`config.mk`:
```
export PLATFORM = sky130hd
export DESIGN_NAME = cluster_recovery_load_shedder_unit
export DESIGN_NICKNAME = d
export VERILOG_FILES = /design/src/design/clrls_pkg.sv /design/src/design/cluster_recovery_load_shedder_unit.sv /design/src/design/clrls_front.sv /design/src/design/clrls_queue.sv /design/src/design/clrls_back.sv
export SDC_FILE = /design/constraint.sdc
export NUM_CORES = 2
export LEC_CHECK = 0
export ABC_CLOCK_PERIOD_IN_PS = 12780
export BUFFER_PORTS_ARGS = -buffer_cell sky130_fd_sc_hd__buf_2
export CORE_AREA = 5 5 313 315
export DETAILED_ROUTE_END_ITERATION = 8
export DIE_AREA = 0 0 318 320
export PLACE_DENSITY = 0.67
export SLEW_MARGIN = 20
export SYNTH_ARGS = -nofsm -noshare
export SYNTH_HDL_FRONTEND = slang
export SYNTH_SLANG_ARGS = --single-unit
```
`constraint.sdc`:
```
create_clock -name clk -period 12.78 [get_ports clk]
set_input_delay 1.917 -clock clk [delete_from_list [all_inputs] [get_ports clk]]
set_output_delay 1.917 -clock clk [all_outputs]
set_load 0.05 [all_outputs]
```
`src/design/clrls_pkg.sv`:
```
// Shared types and constants for the cluster recovery load shedder.
`timescale 1ns / 1ps

package clrls_pkg;

  localparam logic [1:0] CMD_START = 2'd0;
  localparam logic [1:0] CMD_STOP  = 2'd1;
  localparam logic [1:0] CMD_REQ   = 2'd2;

  localparam logic [1:0] REG_MIN_WORKING = 2'd0;
  localparam logic [1:0] REG_HOLD_SEC    = 2'd1;
  localparam logic [1:0] REG_REFRESH_MS  = 2'd2;

  localparam int TIME_W    = 48;
  localparam int COUNT_W   = 16;
  localparam int RAND_W    = 32;
  localparam int CFG_W     = 16;
  localparam int HOLD_MS_W = 26;

  localparam logic [9:0] MS_PER_SECOND = 10'd1000;

  localparam logic [CFG_W-1:0]     MIN_WORKING_RST = 16'd1;
  localparam logic [HOLD_MS_W-1:0] HOLD_MS_RST     = 26'd1000;
  localparam logic [CFG_W-1:0]     REFRESH_MS_RST  = 16'd10;

  typedef struct packed {
    logic                is_start;
    logic                is_stop;
    logic                is_req;
    logic [TIME_W-1:0]   now_ms;
    logic [COUNT_W-1:0]  usable_count;
    logic [COUNT_W-1:0]  draw;
  } item_t;

  typedef struct packed {
    logic [HOLD_MS_W-1:0] hold_ms;
    logic [CFG_W-1:0]     refresh_ms;
  } back_cfg_t;

endpackage

```
`src/design/cluster_recovery_load_shedder_unit.sv`:
```
// Top level of the cluster recovery load shedder: ports, configuration registers, stages.
`timescale 1ns / 1ps

// Sustains one transaction per clock cycle while the output does not stall: the back stage
// updates its state for any command as it takes the item, and the front stage does the one
// 32x16 draw multiply in its own register stage. A result passes through the draw register,
// a queue entry and then the result register. The QUEUE_DEPTH-entry queue between front and
// back absorbs output stalls before the input side backs up. Configuration writes are always
// taken; the hold time is stored converted to milliseconds.
module cluster_recovery_load_shedder_unit #(
  parameter int QUEUE_DEPTH = 4
) (
  input  logic         clk,
  input  logic         rst,
  input  logic         s_axis_tvalid,
  output logic         s_axis_tready,
  // cmd[1:0], now_ms[49:2], usable_count[65:50], rand_word[97:66], zero pad[103:98]
  input  logic [103:0] s_axis_tdata,
  output logic         m_axis_tvalid,
  input  logic         m_axis_tready,
  // reject[0], still_recovering[1], zero pad[7:2]
  output logic [7:0]   m_axis_tdata,
  input  logic         cfg_valid,
  output logic         cfg_ready,
  input  logic [1:0]   cfg_index,
  input  logic [15:0]  cfg_data
);

  logic [clrls_pkg::CFG_W-1:0]     min_working;
  logic [clrls_pkg::HOLD_MS_W-1:0] hold_ms;
  logic [clrls_pkg::CFG_W-1:0]     refresh_ms;
  clrls_pkg::back_cfg_t            back_cfg;

  logic             f_valid;
  logic             f_ready;
  clrls_pkg::item_t f_item;
  logic             q_valid;
  logic             q_ready;
  clrls_pkg::item_t q_item;
  logic             reject;
  logic             still_recovering;

  assign cfg_ready = 1'b1;

  always_ff @(posedge clk) begin
    if (rst) begin
      min_working <= clrls_pkg::MIN_WORKING_RST;
      hold_ms     <= clrls_pkg::HOLD_MS_RST;
      refresh_ms  <= clrls_pkg::REFRESH_MS_RST;
    end else if (cfg_valid && cfg_ready) begin
      case (cfg_index)
        clrls_pkg::REG_MIN_WORKING: min_working <= cfg_data;
        clrls_pkg::REG_HOLD_SEC: begin
          hold_ms <= clrls_pkg::HOLD_MS_W'({10'b0, cfg_data}
                   * {16'b0, clrls_pkg::MS_PER_SECOND});
        end
        clrls_pkg::REG_REFRESH_MS:  refresh_ms <= cfg_data;
        default: ;
      endcase
    end
  end

  assign back_cfg.hold_ms    = hold_ms;
  assign back_cfg.refresh_ms = refresh_ms;

  clrls_front u_front (
    .clk          (clk),
    .rst          (rst),
    .in_valid     (s_axis_tvalid),
    .in_ready     (s_axis_tready),
    .cmd          (s_axis_tdata[1:0]),
    .now_ms       (s_axis_tdata[49:2]),
    .usable_count (s_axis_tdata[65:50]),
    .rand_word    (s_axis_tdata[97:66]),
    .min_working  (min_working),
    .out_valid    (f_valid),
    .out_ready    (f_ready),
    .out_item     (f_item)
  );

  clrls_queue #(
    .DEPTH (QUEUE_DEPTH)
  ) u_queue (
    .clk       (clk),
    .rst       (rst),
    .in_valid  (f_valid),
    .in_ready  (f_ready),
    .in_item   (f_item),
    .out_valid (q_valid),
    .out_ready (q_ready),
    .out_item  (q_item)
  );

  clrls_back u_back (
    .clk              (clk),
    .rst              (rst),
    .cfg              (back_cfg),
    .in_valid         (q_valid),
    .in_ready         (q_ready),
    .in_item          (q_item),
    .out_valid        (m_axis_tvalid),
    .out_ready        (m_axis_tready),
    .reject           (reject),
    .still_recovering (still_recovering)
  );

  assign m_axis_tdata = {6'b0, still_recovering, reject};

  a_reject_implies_recovering: assert property (@(posedge clk) disable iff (rst)
    m_axis_tvalid && m_axis_tdata[0] |-> m_axis_tdata[1])
    else $error("shed request reported outside recovery");

  a_hold_ms_conversion: assert property (@(posedge clk) disable iff (rst)
    cfg_valid && cfg_ready && (cfg_index == clrls_pkg::REG_HOLD_SEC)
    |=> hold_ms == clrls_pkg::HOLD_MS_W'({10'b0, $past(cfg_data)}
                 * {16'b0, clrls_pkg::MS_PER_SECOND}))
    else $error("hold time register not converted to milliseconds");

  a_front_holds_item: assert property (@(posedge clk) disable iff (rst)
    f_valid && !f_ready |=> f_valid && $stable(f_item))
    else $error("front stage dropped or changed an item while the queue was full");

endmodule

```
`src/design/clrls_front.sv`:
```
// Front stage: decodes the command and computes the rejection draw.
`timescale 1ns / 1ps

module clrls_front (
  input  logic                               clk,
  input  logic                               rst,
  input  logic                               in_valid,
  output logic                               in_ready,
  input  logic [1:0]                         cmd,
  input  logic [clrls_pkg::TIME_W-1:0]       now_ms,
  input  logic [clrls_pkg::COUNT_W-1:0]      usable_count,
  input  logic [clrls_pkg::RAND_W-1:0]       rand_word,
  input  logic [clrls_pkg::CFG_W-1:0]        min_working,
  output logic                               out_valid,
  input  logic                               out_ready,
  output clrls_pkg::item_t                   out_item
);

  localparam int PROD_W = clrls_pkg::RAND_W + clrls_pkg::CFG_W;

  logic [PROD_W-1:0] product;

  assign in_ready = !out_valid || out_ready;
  assign product  = {{clrls_pkg::CFG_W{1'b0}}, rand_word}
                  * {{clrls_pkg::RAND_W{1'b0}}, min_working};

  always_ff @(posedge clk) begin
    if (rst) begin
      out_valid <= 1'b0;
    end else if (in_ready) begin
      out_valid <= in_valid;
    end
  end

  always_ff @(posedge clk) begin
    if (in_valid && in_ready) begin
      out_item.is_start     <= (cmd == clrls_pkg::CMD_START);
      out_item.is_stop      <= (cmd == clrls_pkg::CMD_STOP);
      out_item.is_req       <= (cmd == clrls_pkg::CMD_REQ);
      out_item.now_ms       <= now_ms;
      out_item.usable_count <= usable_count;
      out_item.draw         <= product[PROD_W-1:clrls_pkg::RAND_W];
    end
  end

endmodule

```
`src/design/clrls_queue.sv`:
```
// Short FIFO between the front and back stages.
`timescale 1ns / 1ps

module clrls_queue #(
  parameter int DEPTH = 4
) (
  input  logic             clk,
  input  logic             rst,
  input  logic             in_valid,
  output logic             in_ready,
  input  clrls_pkg::item_t in_item,
  output logic             out_valid,
  input  logic             out_ready,
  output clrls_pkg::item_t out_item
);

  localparam int PTR_W = (DEPTH > 1) ? $clog2(DEPTH) : 1;
  localparam int CNT_W = $clog2(DEPTH + 1);
  localparam logic [PTR_W-1:0] LAST_PTR = PTR_W'(DEPTH - 1);
  localparam logic [CNT_W-1:0] FULL_CNT = CNT_W'(DEPTH);

  clrls_pkg::item_t mem [DEPTH];
  logic [PTR_W-1:0] wr_ptr;
  logic [PTR_W-1:0] rd_ptr;
  logic [CNT_W-1:0] count;
  logic             push;
  logic             pop;

  assign in_ready  = (count != FULL_CNT);
  assign out_valid = (count != '0);
  assign push      = in_valid && in_ready;
  assign pop       = out_valid && out_ready;
  assign out_item  = mem[rd_ptr];

  always_ff @(posedge clk) begin
    if (rst) begin
      wr_ptr <= '0;
      rd_ptr <= '0;
      count  <= '0;
    end else begin
      if (push) begin
        wr_ptr <= (wr_ptr == LAST_PTR) ? '0 : wr_ptr + 1'b1;
      end
      if (pop) begin
        rd_ptr <= (rd_ptr == LAST_PTR) ? '0 : rd_ptr + 1'b1;
      end
      if (push && !pop) begin
        count <= count + 1'b1;
      end else if (pop && !push) begin
        count <= count - 1'b1;
      end
    end
  end

  always_ff @(posedge clk) begin
    if (push) begin
      mem[wr_ptr] <= in_item;
    end
  end

endmodule

```
`src/design/clrls_back.sv`:
```
// Back stage: recovery state, cache refresh, admission decision and result register.
`timescale 1ns / 1ps

module clrls_back (
  input  logic                  clk,
  input  logic                  rst,
  input  clrls_pkg::back_cfg_t  cfg,
  input  logic                  in_valid,
  output logic                  in_ready,
  input  clrls_pkg::item_t      in_item,
  output logic                  out_valid,
  input  logic                  out_ready,
  output logic                  reject,
  output logic                  still_recovering
);

  localparam int TW = clrls_pkg::TIME_W;
  localparam int CW = clrls_pkg::COUNT_W;

  logic          recovering;
  logic [CW-1:0] last_usable;
  logic [TW-1:0] last_change_time;
  logic [CW-1:0] cached_usable;
  logic [TW-1:0] cache_time;

  logic          recovering_next;
  logic [CW-1:0] last_usable_next;
  logic [TW-1:0] last_change_time_next;
  logic [CW-1:0] cached_usable_next;
  logic [TW-1:0] cache_time_next;
  logic          reject_next;

  logic [TW-1:0] cache_age;
  logic [TW-1:0] hold_age;
  logic          refresh_due;
  logic          hold_done;
  logic [CW-1:0] count;
  logic          take;

  assign in_ready = !out_valid || out_ready;
  assign take     = in_valid && in_ready;

  assign cache_age   = in_item.now_ms - cache_time;
  assign hold_age    = in_item.now_ms - last_change_time;
  assign refresh_due = (in_item.now_ms >= cache_time)
                    && (cache_age >= {{(TW-clrls_pkg::CFG_W){1'b0}}, cfg.refresh_ms});
  assign hold_done   = (last_usable != '0) && (in_item.now_ms > last_change_time)
                    && (hold_age > {{(TW-clrls_pkg::HOLD_MS_W){1'b0}}, cfg.hold_ms});
  assign count       = refresh_due ? in_item.usable_count : cached_usable;

  always_comb begin
    recovering_next       = recovering;
    last_usable_next      = last_usable;
    last_change_time_next = last_change_time;
    cached_usable_next    = cached_usable;
    cache_time_next       = cache_time;
    reject_next           = 1'b0;
    if (in_item.is_start) begin
      recovering_next = 1'b1;
    end else if (in_item.is_stop) begin
      if (recovering && hold_done) begin
        recovering_next       = 1'b0;
        last_usable_next      = '0;
        last_change_time_next = '0;
      end
    end else if (in_item.is_req && recovering) begin
      if (refresh_due) begin
        cached_usable_next = in_item.usable_count;
        cache_time_next    = in_item.now_ms;
      end
      if (count != last_usable) begin
        last_usable_next      = count;
        last_change_time_next = in_item.now_ms;
      end
      reject_next = (in_item.draw >= count);
    end
  end

  always_ff @(posedge clk) begin
    if (rst) begin
      recovering       <= 1'b0;
      last_usable      <= '0;
      last_change_time <= '0;
      cached_usable    <= '0;
      cache_time       <= '0;
      out_valid        <= 1'b0;
    end else begin
      if (take) begin
        recovering       <= recovering_next;
        last_usable      <= last_usable_next;
        last_change_time <= last_change_time_next;
        cached_usable    <= cached_usable_next;
        cache_time       <= cache_time_next;
      end
      if (in_ready) begin
        out_valid <= in_valid;
      end
    end
  end

  always_ff @(posedge clk) begin
    if (take) begin
      reject           <= reject_next;
      still_recovering <= recovering_next;
    end
  end

endmodule

```
# Word level (Yosys, flattened, before mapping)
# Memory sizes are Yosys's and may differ from the RTL's. A register that Yosys moved wholly into a read port is not among the register bits.
# Cells that the tools add are included.
[classes]
addsub = 6
mul = 2
order_cmp = 5
n_eq_ne = 9
muxes = 20
bitwise_logic = 3
n_reduce_logical = 30
[ops]
columns = ["operator", "count"]
rows = [
  ["48-bit 2-to-1 mux", 4],
  ["48-bit subtractor", 2],
  ["16-bit 2-to-1 mux", 5],
  ["48-bit by 16-bit >= comparator with 1-bit output", 1],
  ["48-bit >= comparator", 1],
  ["48-bit by 26-bit > comparator with 1-bit output", 1],
  ["48-bit > comparator", 1],
  ["32-bit by 16-bit multiplier with 48-bit output", 1],
  ["16-bit by 7-bit multiplier with 23-bit output (second input constant)", 1],
  ["16-bit >= comparator", 1],
  ["16-bit inequality test", 1],
  ["16-bit nonzero test", 1],
  ["1-bit logical AND", 10],
  ["5-bit AND reduction", 2],
  ["2-bit == test (second input constant)", 4],
  ["2-bit 2-to-1 mux", 4],
  ["3-bit 2-to-1 mux", 2],
  ["2-bit AND reduction", 3],
  ["2-bit nonzero test", 3],
  ["1-bit 2-to-1 mux", 5],
  ["2-bit by 1-bit adder with 2-bit output (second input constant)", 2],
  ["2-bit by 1-bit == test with 1-bit output (second input constant)", 2],
  ["1-bit logical NOT", 4],
  ["2-bit logical NOT", 2],
  ["9 further kinds", 12],
]
[word_totals]
regBits = 278
mem_bits_rw = 332
out_inout_bits = 11
word_cells = 97
memories = 1
[mem_list]
columns = ["memory", "depth", "word_bits", "read_ports", "rd_clocked_by_memory_dff", "write_ports", "line", "source"]
rows = [
  ["u_queue.mem", 4, 83, 1, 1, 1, "clrls_queue.sv:22", "clrls_pkg::item_t mem [DEPTH];"],
]

# Depth between registers and ports, before layout
[logic_depth]
word_depth = 8
mapped_depth = 45
depth_no_buf = 40

# Modules after synthesis
# From an unflattened synthesis, not the netlist that was laid out.
[hier_totals]
hier_cells = 4842
hier_area_um2 = 49297.3
[modules_own_cells]
columns = ["mod", "instances", "cells_each", "area_each_um2", "seq_area_each_um2"]
rows = [
  ["clrls_front", 1, 1879, 18178.7, 2512.4],
  ["clrls_back", 1, 1928, 13920.9, 2662.6],
  ["clrls_queue", 1, 481, 12428.2, 10149.7],
  ["cluster_recovery_load_shedder_unit", 1, 554, 4769.6, 1101.1],
]

# Worst setup path after synthesis
# Ideal clock, no wire load.
[synth_timing]
kind = "flip-flop to flip-flop"
startpoint = "register (tool-made name)"
endpoint = "register u_back.reject, data pin"
t_arrival_ps = 9983
required_time_ps = 12517
path_slack_ps = 2534
stages_incl_launch_ff = 41
synth_period_minus_slack_ps = 10246
path_cell_list = "dfxtp_1 buf_1 buf_1 clkbuf_1 buf_1 mux4_2 ha_1 and3_1 and4_1 a221o_1 a21oi_1 xnor2_1 ha_1 a21oi_1 nor2b_1 o21ai_0 o211ai_1 nor4_1 [5 not listed] buf_6 buf_1 o21ai_0 ha_1 nand2b_1 a21o_1 a21o_1 a21o_1 a21o_1 a21o_1 a21o_1 a21o_1 a21o_1 a21o_1 a21o_1 a211o_1 a21oi_1 o21ai_0"
[synth_rtl]
columns = ["element", "line", "source"]
rows = [
  ["to (signal assigned)", "clrls_back.sv:103", "reject <= reject_next;"],
  ["to (decl)", "clrls_back.sv:13", "output logic reject,"],
]

==> impl_metrics.env <==
export IMPL_seq_area_frac_synth=0.349
export IMPL_initial_core_util=0.498
export IMPL_status="finished clean"
export IMPL_cp_max_fo=31
export IMPL_synth_area_um2=47100
export IMPL_hold_viol_final=0
export IMPL_endpoint_kind="flop"
export IMPL_nets=5406
export IMPL_gp_congestion=0.892
export IMPL_reg2regPathDepth=40
export IMPL_grtUsageTotal=0.221
export IMPL_cts_buffers=59
export IMPL_ir_drop_mv=0.125
export IMPL_num_vias=31800
export IMPL_crit_end="u_back.reject$_SDFFCE_PP0P_"
export IMPL_drv_cap=0
export IMPL_die_y_um=320
export IMPL_synth_cells=4450
export IMPL_cp_required_ns=13.15
export IMPL_p_comb_frac=0.519
export IMPL_setup_violations=0
export IMPL_avgSynthCellArea_um2=10.6
export IMPL_h_tree_depth=2
export IMPL_synth_area_leader_cell="edfxtp_1"
export IMPL_synth_edff_count=417
export IMPL_min_period_ns=10.19
export IMPL_multi_input_comb_area_um2=27500
export IMPL_synthTopCellsByArea="edfxtp_1 (27%), fa_1 (20%), ha_1 (8.7%)"
export IMPL_cts_tree="done"
export IMPL_min_path_type="flop to flop"
export IMPL_syn2layout_area_growth_pct=7.85
export IMPL_antenna_found_initial=0
export IMPL_cts_setup_buffers=0
export IMPL_layout_drive_gt1_share=0.0802
export IMPL_place_hpwl_mm=82.0
export IMPL_final_util=0.537
export IMPL_skew_ns=0.0159
export IMPL_drt_wl_total_mm=112
export IMPL_p_switching_uw=3570
export IMPL_drv_slew=0
export IMPL_worst_slew_pin_slew_ns=1.03
export IMPL_ys_ff_latch=612
export IMPL_drt_pass1_iterations=6
export IMPL_synthFlopType="edfxtp_1"
export IMPL_clk_pin_slew_ns=0.06
export IMPL_rows=113
export IMPL_cp_start_kind="flop"
export IMPL_p_clk_frac=0.205
export IMPL_root_buffer="clkbuf_16"
export IMPL_io_pins=138
export IMPL_fillers=8231
export IMPL_insertion_delay_ns=0.63
export IMPL_p_per_area_nw_per_um2=171
export IMPL_async_reset_ff_frac=0
export IMPL_max_slew_margin_rel=0.311
export IMPL_p_int_uw=5110
export IMPL_worstPathArrival_ns=10.56
export IMPL_sequentialPowerShare=0.275
export IMPL_finalSetupTns_ns=0
export IMPL_grt_pass1_vias=32900
export IMPL_r2r_end="u_back.reject$_SDFFCE_PP0P_"
export IMPL_rsz0062_at_grt="false"
export IMPL_p_leak_uw=0.0200
export IMPL_grt_pass1_wl_mm=181
export IMPL_cpPeakStageDelay_ns=0.82
export IMPL_slowest_stage="dfxtp_4"
export IMPL_drtIter0Drc=2126
export IMPL_drc=0
export IMPL_period_share=0.797
export IMPL_swShare=0.412
export IMPL_overflow=0
export IMPL_viasPerCell=5.49
export IMPL_numClockSinks=612
export IMPL_ctsResizeCount=0
export IMPL_grt_max_degree=104
export IMPL_port_buffers=124
export IMPL_critical_path_class="flop to flop"
export IMPL_critPathMostFrequentCell="a21o_1"
export IMPL_antenna_left=0
export IMPL_regArea_um2=16400
export IMPL_r2r_slack_ns=2.59
export IMPL_yosysUniqueCellTypes=85
export IMPL_diodes=0
export IMPL_die_w_um=318
export IMPL_cts_hold_buf=0
export IMPL_fmax_ghz=0.0981
export IMPL_yosys_warnings=0
export IMPL_synth_top_area_frac=0.266
export IMPL_cts_buffer_depth=3
export IMPL_p_total_uw=8680
export IMPL_core_area_um2=94600
export IMPL_dieArea_um2=102000
export IMPL_routedWlPerCell_um=19.3
==> worst min-delay path by stage <==
stage                                        start                       end  slack (ns)  depth (start not counted)
after global routing      hold_ms[11]$_SDFFE_PP0P_  hold_ms[11]$_SDFFE_PP0P_        0.47                          2
after floorplan           hold_ms[10]$_SDFFE_PP0P_  hold_ms[10]$_SDFFE_PP0P_        0.43                          2
after CTS                 hold_ms[22]$_SDFFE_PP0P_  hold_ms[22]$_SDFFE_PP0P_        0.45                          2
final                     hold_ms[22]$_SDFFE_PP0P_  hold_ms[22]$_SDFFE_PP0P_        0.45                          2
after detailed placement  hold_ms[22]$_SDFFE_PP0P_  hold_ms[22]$_SDFFE_PP0P_        0.45                          2
after global placement    hold_ms[10]$_SDFFE_PP0P_  hold_ms[10]$_SDFFE_PP0P_        0.44                          2
==> final cells by class <==
type                    count  area share
multi-input cells        2999       0.541
inverters                 652      0.0482
repair buffers            154      0.0168
clock inverters            36     0.00831
well taps                1265      0.0312
clock buffers              72      0.0309
flip-flops and latches    612       0.324
==> state kept, by name, summed over array words and instances, names as in the netlist, named ones only <==
name                     cells
u_queue.wr_ptr               2
u_back.reject                1
refresh_ms                  16
u_back.cached_usable        16
u_queue.mem                332
hold_ms                     23
u_back.last_usable          16
u_front.out_valid            1
u_back.cache_time           48
u_back.recovering            1
u_back.out_valid             1
u_queue.rd_ptr               2
u_queue.count                3
min_working                 16
u_back.still_recovering      1
u_back.last_change_time     48
u_front.out_item            83
==> critical path, delay by kind of cell (launching register included) <==
kind	cells	cell delay, ns
AOI/OAI and AO/OA	23	4.65
xor gates and xnor gates	1	0.11
adders and majority gates	4	1.06
muxes	1	0.71
DFF	1	0.82
and+or+nand+nor	8	2.11
buffers and inverters	3	0.45
==> Yosys cell counts (59+ instances only) <==
| master | n |
|---|---|
| inv_1 | 651 |
| and2_1 | 146 |
| ha_1 | 327 |
| nand2b_1 | 98 |
| a21oi_1 | 229 |
| edfxtp_1 | 417 |
| nand2_1 | 624 |
| fa_1 | 474 |
| o21ai_0 | 89 |
| mux2i_1 | 139 |
| mux4_2 | 83 |
| dfxtp_1 | 195 |
| nor2_1 | 202 |
| clkbuf_1 | 150 |
| xnor2_1 | 59 |
==> cells in the final DEF, fill, tap and decap left out, drive strengths merged, types with 21 or more instances in the layout <==
cell      n
inv     655
nand2   624
edfxtp  417
buf     154
nor3     32
o21ai   100
dfxtp   195
mux2i   140
nand4    45
xnor2    59
o21a     26
mux4     83
nor2    202
nand2b   98
a21o     55
nand3    36
clkbuf   72
ha      327
clkinv   21
and2    146
o21bai   25
fa      474
xor2     43
a21oi   231
==> power groups by stage <==
stage	combinational [uW]	sequential [uW]	clock (uW)
6_report	4510	2390	1780
5_1_grt	5020	2410	1910
3_3_place_gp	4430	2430	0
3_5_place_dp	4470	2440	0
4_1_cts	4500	2400	1830
2_1_floorplan	3340	2360	0
==> logic make-up (layout without fill, tap and decap cells) <==
logic type / count (synthesis) / count (layout) / synth area share
flops: 612 / 612 / 0.349
simple gates: 1284 / 1284 / 0.127
other cells: 2 / 7 / 0.000160
compound gates: 581 / 581 / 0.0774
mux: 224 / 224 / 0.0698
buf+inv: 844 / 914 / 0.0696
fa+ha+maj: 801 / 801 / 0.289
xor+xnor: 102 / 102 / 0.0190
==> through the flow <==
step,instance area [um2],setup WS [ns],hold WS [ns],std cells
final,50800,2.59,0.452,5790
after global placement,48800,2.54,0.441,5682
after detailed placement,48800,2.59,0.445,5682
after CTS,50800,2.59,0.453,5790
after global routing,50800,2.00,0.470,5790
after floorplan,47100,2.53,0.432,4455
==> routing by layer <==
layer / global-route usage / wire length [um]
met1: 0.298 / 48200
met2: 0.385 / 55400
met3: 0.0273 / 5830
met4: 0.0519 / 2550
met5: 0 / 0
(Power assumes the default switching activity.)
